<file path="src/sv/ctfs_pkg.sv">
// shared types, constants and codes of the cyclic time fraction sensor
package ctfs_pkg;

	localparam int TIME_BITS     = 48;
	localparam int FRACTION_BITS = 16;
	localparam int COUNT_BITS    = 32;

	localparam int FRAC_W        = FRACTION_BITS + 1;
	localparam int QUO_BITS      = TIME_BITS + FRACTION_BITS;
	localparam int DIV_CNT_BITS  = $clog2(QUO_BITS);
	localparam int CNT_SUM_BITS  = ((TIME_BITS > COUNT_BITS) ? TIME_BITS : COUNT_BITS) + 1;
	localparam int CFG_IDX_BITS  = 3;

	localparam int OUT_FIELD_BITS = FRAC_W + TIME_BITS + 5;
	localparam int OUT_BITS       = ((OUT_FIELD_BITS + 7) / 8) * 8;
	localparam int OUT_PAD_BITS   = OUT_BITS - OUT_FIELD_BITS;

	localparam logic [FRAC_W-1:0]     FRAC_ONE  = FRAC_W'(1) << FRACTION_BITS;
	localparam logic [COUNT_BITS-1:0] COUNT_MAX = '1;

	typedef enum logic [CFG_IDX_BITS-1:0] {
		REG_START,
		REG_STOP_TIME,
		REG_PERIOD,
		REG_LOOP_ENABLE,
		REG_SENSOR_ENABLE,
		REG_X3D_RULES
	} reg_idx_t;

	typedef enum logic [2:0] {
		ST_IDLE,
		ST_PREP,
		ST_DIV,
		ST_FIN,
		ST_HOLD
	} state_t;

	typedef enum logic [2:0] {
		PS_NOW_ST,
		PS_SPAN_IV,
		PS_NOW_STOP,
		PS_ST_STOP,
		PS_NOW_BASE,
		PS_STOP_BASE
	} prep_step_t;

	typedef struct packed {
		logic [TIME_BITS-1:0] start_at;
		logic [TIME_BITS-1:0] stop_time;
		logic [TIME_BITS-1:0] period;
		logic                 loop_enable;
		logic                 sensor_enable;
		logic                 x3d_rules;
	} cfg_t;

	typedef struct packed {
		logic                 done;
		logic [QUO_BITS-1:0]  quo;
		logic [TIME_BITS-1:0] rem;
	} div_res_t;

	// first member sits in the top bits of the packed word
	typedef struct packed {
		logic [OUT_PAD_BITS-1:0] pad;
		logic                    time_event;
		logic                    cycle_start_event;
		logic [TIME_BITS-1:0]    cycle_start;
		logic                    fraction_event;
		logic [FRAC_W-1:0]       fraction;
		logic                    active_changed;
		logic                    is_active;
	} result_t;

endpackage

</file>
<file path="src/sv/ctfs_div.sv">
// bit-serial restoring divider, one quotient bit per cycle, fraction bits follow the integer part
module ctfs_div (
	input  logic                           clk,
	input  logic                           arst_n,
	input  logic                           start,
	input  logic [ctfs_pkg::TIME_BITS-1:0] dividend,
	input  logic [ctfs_pkg::TIME_BITS-1:0] divisor,
	output ctfs_pkg::div_res_t             res
);

	logic                              busy_q;
	logic                              done_q;
	logic [ctfs_pkg::DIV_CNT_BITS-1:0] cnt_q;
	logic [ctfs_pkg::TIME_BITS-1:0]    d_q;
	logic [ctfs_pkg::TIME_BITS-1:0]    r_q;
	logic [ctfs_pkg::TIME_BITS-1:0]    iv_q;
	logic [ctfs_pkg::QUO_BITS-1:0]     q_q;
	logic [ctfs_pkg::TIME_BITS-1:0]    rem_q;

	logic [ctfs_pkg::TIME_BITS:0]      shifted;
	logic [ctfs_pkg::TIME_BITS+1:0]    trial;
	logic                              take;
	logic [ctfs_pkg::TIME_BITS-1:0]    r_next;

	always_comb begin
		shifted = {r_q, d_q[ctfs_pkg::TIME_BITS-1]};
		trial   = {1'b0, shifted} - {2'b00, iv_q};
		take    = !trial[ctfs_pkg::TIME_BITS+1];
		r_next  = take ? trial[ctfs_pkg::TIME_BITS-1:0] : shifted[ctfs_pkg::TIME_BITS-1:0];
	end

	always_ff @(posedge clk or negedge arst_n) begin
		if (!arst_n) begin
			busy_q <= 1'b0;
			done_q <= 1'b0;
			cnt_q  <= '0;
			d_q    <= '0;
			r_q    <= '0;
			iv_q   <= '0;
			q_q    <= '0;
			rem_q  <= '0;
		end else begin
			done_q <= 1'b0;
			if (start) begin
				busy_q <= 1'b1;
				cnt_q  <= '0;
				d_q    <= dividend;
				r_q    <= '0;
				iv_q   <= divisor;
			end else if (busy_q) begin
				r_q   <= r_next;
				d_q   <= {d_q[ctfs_pkg::TIME_BITS-2:0], 1'b0};
				q_q   <= {q_q[ctfs_pkg::QUO_BITS-2:0], take};
				cnt_q <= cnt_q + 1'b1;
				// remainder of the integer part, before the fraction bits
				if (cnt_q == ctfs_pkg::DIV_CNT_BITS'(ctfs_pkg::TIME_BITS - 1))
					rem_q <= r_next;
				if (cnt_q == ctfs_pkg::DIV_CNT_BITS'(ctfs_pkg::QUO_BITS - 1)) begin
					busy_q <= 1'b0;
					done_q <= 1'b1;
				end
			end
		end
	end

	assign res.done = done_q;
	assign res.quo  = q_q;
	assign res.rem  = rem_q;

endmodule

</file>
<file path="src/sv/ctfs_core.sv">
// sensor state, tick sequencer with one shared subtractor, and the serial divider
module ctfs_core (
	input  logic                           clk,
	input  logic                           arst_n,
	input  ctfs_pkg::cfg_t                 cfg,
	input  logic                           cfg_wr,
	input  logic                           in_valid,
	input  logic [ctfs_pkg::TIME_BITS-1:0] in_time,
	output logic                           in_ready,
	output logic                           res_valid,
	output ctfs_pkg::result_t              res,
	input  logic                           res_take
);

	ctfs_pkg::state_t              state_q;
	ctfs_pkg::prep_step_t          step_q;

	logic [ctfs_pkg::TIME_BITS-1:0]  now_q;
	logic                            was_active_q;
	logic                            active_q;
	logic                            relatch_q;
	logic [ctfs_pkg::COUNT_BITS-1:0] count_q;
	logic [ctfs_pkg::TIME_BITS-1:0]  lstart_q;
	logic [ctfs_pkg::TIME_BITS-1:0]  liv_q;
	logic [ctfs_pkg::FRAC_W-1:0]     lfrac_q;
	logic [ctfs_pkg::TIME_BITS-1:0]  lcs_q;
	logic [ctfs_pkg::TIME_BITS-1:0]  base_q;
	logic [ctfs_pkg::TIME_BITS-1:0]  tmp_q;
	logic [ctfs_pkg::TIME_BITS-1:0]  ct_q;
	logic                            lt_st_q;
	logic                            gt_st_q;
	logic                            ge_iv_q;
	logic                            ge_stop_q;
	logic                            stop_on_q;
	logic                            stop_path_q;
	logic                            use_div_q;
	logic                            fev_q;
	logic                            cse_q;
	logic                            tev_q;

	logic [ctfs_pkg::TIME_BITS-1:0]  op_a;
	logic [ctfs_pkg::TIME_BITS-1:0]  op_b;
	logic [ctfs_pkg::TIME_BITS:0]    sub;
	logic                            borrow;
	logic [ctfs_pkg::TIME_BITS-1:0]  dval;
	logic                            dnz;
	logic [ctfs_pkg::TIME_BITS-1:0]  base;

	logic                            no_act;
	logic                            stop_path_c;
	logic                            div_start;
	logic [ctfs_pkg::TIME_BITS-1:0]  div_dividend;
	ctfs_pkg::div_res_t              div_res;

	logic [ctfs_pkg::FRACTION_BITS-1:0] frac_raw;
	logic                               inc_nz;
	logic [ctfs_pkg::FRAC_W-1:0]        nf;
	logic [ctfs_pkg::FRAC_W-1:0]        nf_adj;
	logic [ctfs_pkg::CNT_SUM_BITS-1:0]  cnt_sum;
	logic                               cnt_sat;
	logic                               advance;

	assign base = active_q ? base_q : lstart_q;

	// operand selection for the shared subtractor
	always_comb begin
		op_a = '0;
		op_b = '0;
		case (state_q)
			ctfs_pkg::ST_PREP: begin
				case (step_q)
					ctfs_pkg::PS_NOW_ST: begin
						op_a = now_q;
						op_b = lstart_q;
					end
					ctfs_pkg::PS_SPAN_IV: begin
						op_a = tmp_q;
						op_b = liv_q;
					end
					ctfs_pkg::PS_NOW_STOP: begin
						op_a = now_q;
						op_b = cfg.stop_time;
					end
					ctfs_pkg::PS_ST_STOP: begin
						op_a = lstart_q;
						op_b = cfg.stop_time;
					end
					ctfs_pkg::PS_NOW_BASE: begin
						op_a = now_q;
						op_b = base;
					end
					ctfs_pkg::PS_STOP_BASE: begin
						op_a = cfg.stop_time;
						op_b = base;
					end
					default: begin
						op_a = '0;
						op_b = '0;
					end
				endcase
			end
			ctfs_pkg::ST_FIN: begin
				op_a = now_q;
				op_b = div_res.rem;
			end
			default: begin
				op_a = '0;
				op_b = '0;
			end
		endcase
	end

	always_comb begin
		sub    = {1'b0, op_a} - {1'b0, op_b};
		borrow = sub[ctfs_pkg::TIME_BITS];
		dval   = sub[ctfs_pkg::TIME_BITS-1:0];
		dnz    = |dval;
	end

	// activation blocked: before start, at or past stop, or the no-loop x3d rules
	assign no_act = lt_st_q || (borrow && ge_stop_q) ||
		(cfg.x3d_rules && !cfg.loop_enable && ((lstart_q == '0) || ge_iv_q));

	assign stop_path_c  = active_q && stop_on_q && ge_stop_q;
	assign div_start    = (state_q == ctfs_pkg::ST_PREP) && (step_q == ctfs_pkg::PS_STOP_BASE) &&
		(stop_path_c ? (!borrow && dnz) : 1'b1);
	assign div_dividend = stop_path_c ? dval : ct_q;

	ctfs_div u_div (
		.clk      (clk),
		.arst_n   (arst_n),
		.start    (div_start),
		.dividend (div_dividend),
		.divisor  (liv_q),
		.res      (div_res)
	);

	always_comb begin
		frac_raw = use_div_q ? div_res.quo[ctfs_pkg::FRACTION_BITS-1:0] : '0;
		inc_nz   = use_div_q && (|div_res.quo[ctfs_pkg::QUO_BITS-1:ctfs_pkg::FRACTION_BITS]);
		nf       = {1'b0, frac_raw};
		// a zero fraction past the start reads as a full cycle
		nf_adj   = ((frac_raw == '0) && gt_st_q) ? ctfs_pkg::FRAC_ONE : nf;
		cnt_sum  = ctfs_pkg::CNT_SUM_BITS'(div_res.quo[ctfs_pkg::QUO_BITS-1:ctfs_pkg::FRACTION_BITS])
			+ ctfs_pkg::CNT_SUM_BITS'(count_q);
		cnt_sat  = cnt_sum > ctfs_pkg::CNT_SUM_BITS'(ctfs_pkg::COUNT_MAX);
		advance  = cfg.loop_enable && inc_nz;
	end

	// start and interval are taken again at the first enabled tick after reset or after a write while inactive
	always_ff @(posedge clk or negedge arst_n) begin
		if (!arst_n)
			relatch_q <= 1'b1;
		else if (cfg_wr && !active_q)
			relatch_q <= 1'b1;
		else if (in_valid && in_ready && cfg.sensor_enable)
			relatch_q <= 1'b0;
	end

	always_ff @(posedge clk or negedge arst_n) begin
		if (!arst_n) begin
			state_q      <= ctfs_pkg::ST_IDLE;
			step_q       <= ctfs_pkg::PS_NOW_ST;
			now_q        <= '0;
			was_active_q <= 1'b0;
			active_q     <= 1'b0;
			count_q      <= '0;
			lstart_q     <= '0;
			liv_q        <= ctfs_pkg::TIME_BITS'(1);
			lfrac_q      <= '0;
			lcs_q        <= '0;
			base_q       <= '0;
			tmp_q        <= '0;
			ct_q         <= '0;
			lt_st_q      <= 1'b0;
			gt_st_q      <= 1'b0;
			ge_iv_q      <= 1'b0;
			ge_stop_q    <= 1'b0;
			stop_on_q    <= 1'b0;
			stop_path_q  <= 1'b0;
			use_div_q    <= 1'b0;
			fev_q        <= 1'b0;
			cse_q        <= 1'b0;
			tev_q        <= 1'b0;
		end else begin
			case (state_q)
				ctfs_pkg::ST_IDLE: begin
					if (in_valid) begin
						now_q        <= in_time;
						was_active_q <= active_q;
						fev_q        <= 1'b0;
						tev_q        <= 1'b0;
						cse_q        <= !cfg.sensor_enable && active_q;
						if (!cfg.sensor_enable) begin
							if (active_q) begin
								lcs_q    <= in_time;
								active_q <= 1'b0;
								count_q  <= '0;
							end
							state_q <= ctfs_pkg::ST_HOLD;
						end else begin
							if (relatch_q) begin
								lstart_q  <= cfg.start_at;
								liv_q     <= (cfg.period == '0) ?
									ctfs_pkg::TIME_BITS'(1) : cfg.period;
							end
							step_q  <= ctfs_pkg::PS_NOW_ST;
							state_q <= ctfs_pkg::ST_PREP;
						end
					end
				end
				ctfs_pkg::ST_PREP: begin
					step_q <= ctfs_pkg::prep_step_t'(step_q + 1'b1);
					case (step_q)
						ctfs_pkg::PS_NOW_ST: begin
							lt_st_q <= borrow;
							gt_st_q <= !borrow && dnz;
							tmp_q   <= dval;
						end
						ctfs_pkg::PS_SPAN_IV: ge_iv_q <= !borrow;
						ctfs_pkg::PS_NOW_STOP: ge_stop_q <= !borrow;
						ctfs_pkg::PS_ST_STOP: begin
							stop_on_q <= borrow;
							if (!active_q && no_act)
								state_q <= ctfs_pkg::ST_HOLD;
						end
						ctfs_pkg::PS_NOW_BASE: ct_q <= borrow ? '0 : dval;
						ctfs_pkg::PS_STOP_BASE: begin
							stop_path_q <= stop_path_c;
							use_div_q   <= div_start;
							state_q     <= div_start ? ctfs_pkg::ST_DIV : ctfs_pkg::ST_FIN;
						end
						default: state_q <= ctfs_pkg::ST_IDLE;
					endcase
				end
				ctfs_pkg::ST_DIV: begin
					if (div_res.done)
						state_q <= ctfs_pkg::ST_FIN;
				end
				ctfs_pkg::ST_FIN: begin
					state_q <= ctfs_pkg::ST_HOLD;
					if (stop_path_q) begin
						tev_q    <= 1'b1;
						fev_q    <= 1'b1;
						lfrac_q  <= (frac_raw == '0) ? ctfs_pkg::FRAC_ONE : nf;
						active_q <= 1'b0;
						count_q  <= '0;
					end else if (active_q && !cfg.loop_enable && inc_nz) begin
						// end of a single cycle
						tev_q    <= 1'b1;
						fev_q    <= 1'b1;
						lfrac_q  <= ctfs_pkg::FRAC_ONE;
						active_q <= 1'b0;
						count_q  <= '0;
					end else begin
						if (active_q) begin
							tev_q <= 1'b1;
							if (nf_adj != lfrac_q) begin
								lfrac_q <= nf_adj;
								fev_q   <= 1'b1;
							end
						end else begin
							active_q <= 1'b1;
							lfrac_q  <= nf;
							fev_q    <= 1'b1;
						end
						cse_q <= advance || !active_q;
						if (advance) begin
							count_q <= cnt_sat ? ctfs_pkg::COUNT_MAX :
								cnt_sum[ctfs_pkg::COUNT_BITS-1:0];
							base_q  <= dval;
							lcs_q   <= dval;
						end else if (!active_q) begin
							// a new run starts its first cycle at the latched start
							base_q <= lstart_q;
							lcs_q  <= now_q;
						end
					end
				end
				ctfs_pkg::ST_HOLD: begin
					if (res_take)
						state_q <= ctfs_pkg::ST_IDLE;
				end
				default: state_q <= ctfs_pkg::ST_IDLE;
			endcase
		end
	end

	assign in_ready  = (state_q == ctfs_pkg::ST_IDLE);
	assign res_valid = (state_q == ctfs_pkg::ST_HOLD);

	always_comb begin
		res                   = '0;
		res.is_active         = active_q;
		res.active_changed    = active_q != was_active_q;
		res.fraction          = lfrac_q;
		res.fraction_event    = fev_q;
		res.cycle_start       = lcs_q;
		res.cycle_start_event = cse_q;
		res.time_event        = tev_q;
	end

endmodule

</file>
<file path="src/sv/cyclic_time_fraction_sensor_unit.sv">
// Cyclic time fraction sensor: one tick word in, one status word out. Ticks are handled one at a
// time. A disabled tick goes straight to the result, a tick that does not activate stops once the
// subtractor has compared the start with the stop time, a tick that reaches the stop time at or
// before the cycle start skips the divider, and any other tick takes six steps of the shared 48-bit
// subtractor, the bit-serial divider that yields whole cycles elapsed and the Q16 fraction in one
// pass, one more subtractor step and the load of the output register. A finished result sits in
// the output register so the next tick can be taken while it waits.
module cyclic_time_fraction_sensor_unit (
	input  logic                              clk,
	input  logic                              arst_n,
	input  logic                              s_tvalid,
	output logic                              s_tready,
	input  logic [ctfs_pkg::TIME_BITS-1:0]    s_tdata,   // current_time
	output logic                              m_tvalid,
	input  logic                              m_tready,
	// is_active, active_changed, fraction, fraction_event, cycle_start, cycle_start_event,
	// time_event, zero pad
	output logic [ctfs_pkg::OUT_BITS-1:0]     m_tdata,
	input  logic                              cfg_wr_en,
	input  logic [ctfs_pkg::CFG_IDX_BITS-1:0] cfg_index,
	input  logic [ctfs_pkg::TIME_BITS-1:0]    cfg_data
);

	ctfs_pkg::cfg_t    cfg_q;
	logic              cfg_hit;
	logic              res_valid;
	logic              res_take;
	ctfs_pkg::result_t res;
	logic              m_valid_q;
	ctfs_pkg::result_t m_word_q;

	always_comb begin
		case (ctfs_pkg::reg_idx_t'(cfg_index))
			ctfs_pkg::REG_START,
			ctfs_pkg::REG_STOP_TIME,
			ctfs_pkg::REG_PERIOD,
			ctfs_pkg::REG_LOOP_ENABLE,
			ctfs_pkg::REG_SENSOR_ENABLE,
			ctfs_pkg::REG_X3D_RULES: cfg_hit = cfg_wr_en;
			default:                 cfg_hit = 1'b0;
		endcase
	end

	always_ff @(posedge clk or negedge arst_n) begin
		if (!arst_n) begin
			cfg_q.start_at      <= '0;
			cfg_q.stop_time     <= '0;
			cfg_q.period        <= ctfs_pkg::TIME_BITS'(1);
			cfg_q.loop_enable   <= 1'b0;
			cfg_q.sensor_enable <= 1'b1;
			cfg_q.x3d_rules     <= 1'b0;
		end else if (cfg_wr_en) begin
			case (ctfs_pkg::reg_idx_t'(cfg_index))
				ctfs_pkg::REG_START:         cfg_q.start_at      <= cfg_data;
				ctfs_pkg::REG_STOP_TIME:     cfg_q.stop_time     <= cfg_data;
				ctfs_pkg::REG_PERIOD:        cfg_q.period        <= cfg_data;
				ctfs_pkg::REG_LOOP_ENABLE:   cfg_q.loop_enable   <= cfg_data[0];
				ctfs_pkg::REG_SENSOR_ENABLE: cfg_q.sensor_enable <= cfg_data[0];
				ctfs_pkg::REG_X3D_RULES:     cfg_q.x3d_rules     <= cfg_data[0];
				default: ;
			endcase
		end
	end

	ctfs_core u_core (
		.clk       (clk),
		.arst_n    (arst_n),
		.cfg       (cfg_q),
		.cfg_wr    (cfg_hit),
		.in_valid  (s_tvalid),
		.in_time   (s_tdata),
		.in_ready  (s_tready),
		.res_valid (res_valid),
		.res       (res),
		.res_take  (res_take)
	);

	// output register, loads when empty or being drained
	assign res_take = !m_valid_q || m_tready;

	always_ff @(posedge clk or negedge arst_n) begin
		if (!arst_n) begin
			m_valid_q <= 1'b0;
			m_word_q  <= '0;
		end else if (res_take) begin
			m_valid_q <= res_valid;
			if (res_valid)
				m_word_q <= res;
		end
	end

	assign m_tvalid = m_valid_q;
	assign m_tdata  = m_word_q;

	a_one_tick_at_a_time: assert property (@(posedge clk) disable iff (!arst_n)
		s_tvalid && s_tready |=> !s_tready)
		else $error("tick taken while another is in progress");

	a_change_has_event: assert property (@(posedge clk) disable iff (!arst_n)
		m_valid_q && m_word_q.active_changed |->
			(m_word_q.fraction_event || m_word_q.cycle_start_event))
		else $error("active flag changed without a fraction or cycle start event");

	a_time_echo_active: assert property (@(posedge clk) disable iff (!arst_n)
		m_valid_q && m_word_q.time_event && !m_word_q.is_active |-> m_word_q.active_changed)
		else $error("time echoed by a sensor that was not active");

	a_fraction_range: assert property (@(posedge clk) disable iff (!arst_n)
		m_valid_q |-> (m_word_q.fraction <= ctfs_pkg::FRAC_ONE))
		else $error("fraction above one");

endmodule
</file>
<file path="config.mk">
export PLATFORM = sky130hd
export DESIGN_NAME = cyclic_time_fraction_sensor_unit
export DESIGN_NICKNAME = d
export VERILOG_FILES = /design/src/sv/ctfs_pkg.sv /design/src/sv/ctfs_div.sv /design/src/sv/ctfs_core.sv /design/src/sv/cyclic_time_fraction_sensor_unit.sv
export SDC_FILE = /design/constraint.sdc
export NUM_CORES = 2
export LEC_CHECK = 0
export ABC_AREA = 1
export BUFFER_PORTS_ARGS = -buffer_cell sky130_fd_sc_hd__buf_2
export CORE_AREA = 2 2 312 252
export CTS_CLUSTER_SIZE = 14
export DETAILED_ROUTE_END_ITERATION = 6
export DIE_AREA = 0 0 314 254
export PLACE_DENSITY = 0.87
export SYNTH_ARGS = -nofsm -noshare
export SYNTH_HDL_FRONTEND = slang
export SYNTH_HIERARCHICAL = 1
export SYNTH_SLANG_ARGS = --single-unit
</file>
<file path="constraint.sdc">
create_clock -name clk -period 6.2 [get_ports clk]
set_input_delay 0.62 -clock clk [delete_from_list [all_inputs] [get_ports clk]]
set_output_delay 0.62 -clock clk [all_outputs]
set_load 0.01 [all_outputs]
</file>
==> metrics.yaml <==
run_status:
  status: "finished with violations"
  violations: "DRC"
worst_setup_path:
  crit_type: "reg2reg"
  cp_slowest_cell: "dfrtp_2"
  slowest_delay_ps: 460
  cp_data_arrival_time_ps: 6520
  ff2ff_setup_slack_ps: 280
  critPathBufInv: 5
  critPathMaxFanout: 44
  crit_path_frequent_cell: "nand2_1"
  critPathLaunchType: "register"
  required_ps: 6800
  cp_top_family: "simple AND/OR/NAND/NOR gates"
  crit_path_end_kind: "register"
timing:
  fmax_mhz: 169
  fin_ws_ps: 281
  drv_slew: 0
  finalCritPeriodShare_pct: 95.5
  clock_skew_ps: 29.4
  rsz0062_at_grt: "false"
  final.min_clock_period_ps: 5920
  worst_pin_slew_ps: 1210
  hold_viol: 0
  setup_violations: 0
  fin_tns_setup_ps: 0
  timing.slew.headroom_pct: 19.0
final_layout:
  fill_cells: 6359
  postLayoutCoreUtil_pct: 69.0
  top_register: "cfg_q"
  area_growth_pct: 10.4
  instances_no_fill: 7785
  largest_reg_flops: 147
  fin_nets: 6899
  final_layout_size_suffix_gt1_share_pct: 8.60
floorplan:
  initial_core_util_pct: 62.5
  fp.dieH_um: 254
  dieArea_um2: 79800
  core_area_um2: 76600
  io_pins: 178
  die_x_um: 314
  row_count: 91
clock_tree:
  clk_pin_slew_ps: 60
  ctsHoldBuffers: 0
  cts_made_buffers: 86
  clockBufferDepth: 3
  cts-htree-levels: 3
  clock-sinks: 856
  cts_tree: "yes"
  cts-root-buf: "clkbuf_16"
  clk_latency_ps: 670
route:
  finalWirelength_um: 166000
  via_count: 46800
  remaining_drc_errors: 1
  drt_iter0_drc: 6015
  vias_per_cell: 6.01
  ant_nets: 0
  drt_first_pass_iters: 7
  wl_per_cell_um: 21.3
synth:
  synth.avg_cell_area_um2: 7.21
  synth_top_area_share_pct: 44.5
  synth_cell_type_count: 57
  yosysTopAreaCell: "dfrtp_1"
  synth_edf_count: 0
  synth_cells: 6637
  ys_seq_area_share_pct: 44.8
  async_reset_ff_share_pct: 100
  syn_area_um2: 47900
  ys_top_cells_by_area: "dfrtp_1 45%, nand2_1 21%, o21ai_0 5.7%"
  synth_seq_cells: 856
  synth-main-ff-cell: "dfrtp_1"
  yosys_warnings: 6
power_and_ir_drop:
  p_leak_nw: 27.9
  power.density_nw_per_um2: 222
  ir_drop_v: 0.000264
place:
  dp.cells: 7621
  pre_cts_slack_ps: 140
  dp_hpwl_um: 124000
  gp_congestion: 1.08
  numPortBuffers: 177
grt:
  grt_antenna_before_repair: 8
  grtUsageTotal_pct: 41.6
  gr-total-overflow: 0
  grt_pass1_wl_um: 255000
  grt_pass1_vias: 43900
  grt_max_degree: 173
run:
  max_cap_violations: 0
worst_hold_path:
  min_path_type: "in2async"
cells in the final DEF (no fill, tap or decap), types with 17 or more instances in the layout:
cell type  count
a22oi_1       48
xnor2_1       31
clkinv_2      24
a21oi_1      175
buf_4         95
inv_1        688
a31oi_1       24
o21ai_1       23
o211ai_1      36
buf_2        176
dfrtp_1      850
o221ai_1      21
nor4_1        42
clkbuf_16     87
a221oi_1      49
nand2_1     2675
o22ai_1       30
o2111ai_1     32
nor3_1        18
nand3_1      400
buf_12        22
nor2_2        26
o21ai_0      545
a2bb2oi_1     42
nor2_1       222
clkbuf_8      17
ha_1         100
nand2_2       36
nand4_1       39
cell usage after synthesis (2+ instances only):
library cell  instances
a21boi_0              2
a21o_1                2
a21oi_1             177
a21oi_2               2
a221oi_1             49
a22oi_1              48
a2bb2oi_1            42
a31oi_1              24
and2_1                3
buf_1                23
buf_2                72
buf_4                11
buf_6                 3
buf_8                 3
clkbuf_1            219
clkinv_1              2
dfrtp_1             852
dfstp_2               4
fa_1                  2
ha_1                103
inv_1               691
inv_2                15
nand2_1            2684
nand2_2              28
nand3_1             402
nand3_2              12
nand3b_1             16
nand4_1              39
nor2_1              231
nor2_2               25
nor3_1               20
nor4_1               43
o2111ai_1            32
o211ai_1             36
o21a_1               12
o21ai_0             546
o21ai_1              23
o21bai_1             14
o221ai_1             21
o22ai_1              30
or2_2                10
xnor2_1              33
xnor2_2               2
xor2_1               16
final cells by class:
type                       count  area [µm²]  area share [%]
antenna                        5        12.5          0.0237
clock buffer                 114        2450            4.63
clock inverter                41         450           0.852
inverter                     708        2660            5.04
multi-input combinational   4743       22500            42.6
sequential                   856       21400            40.5
tap                         1023        1280            2.42
timing repair buffer         295        2060            3.90
final timing paths:
check	from	cells after the start	end
worst max-delay path	u_core/step_q[0]	28	u_core/u_div/rem_q[37]
worst min-delay path	arst_n	1	u_core/u_div/r_q[0]
worst max register to register	u_core/step_q[0]	28	u_core/u_div/rem_q[37]
worst min register to register	m_tdata[54]	2	m_tdata[54]
max in group asynchronous	arst_n	2	u_core/base_q[39]
min in group clk	s_tdata[36]	3	u_core/now_q[36]
where the power goes:
part	internal, W	switching (W)	total, W
Clock	0.00309	0.00231	0.00539
Sequential	0.00577	0.000159	0.00593
Combinational	0.000125	0.000319	0.000444
Total	0.00898	0.00279	0.0118
stage by stage:
stage               hold WS (ps)  power (W)  area [µm²]
finish                      35.2     0.0118       52900
global route                 103     0.0121       52900
CTS                         83.1     0.0118       52700
detailed placement           453    0.00646       49900
global placement             449    0.00644       49900
floorplan                    324    0.00617       47900
layer usage:
layer | up-vias | share of wire (%) | routed length, µm | global-route usage (%)
met5 | - | 0.028 | 46 | 0
met4 | 6 | 6.1 | 10100 | 22.1
met3 | 519 | 9.2 | 15300 | 7.38
met2 | 2646 | 45 | 74100 | 64.6
met1 | 22200 | 40 | 66200 | 56.1
li1 | 21400 | - | - | -
cells by family after synthesis:
logic type / after synthesis / share of synthesized area (%)
compound gates: 1064 / 13.0
xor+xnor: 52 / 0.998
fa+ha+maj: 105 / 2.78
buf+inv: 1039 / 8.54
flops: 856 / 44.8
other cells: 1 / 0.00783
simple gates: 3520 / 29.9
what timing repair did:
item,CTS,global route
setup buffers,0,4
endpoints found under the setup margin,0,194
gates resized for setup,0,24
No activity file was read; power rests on OpenSTA's default activity.
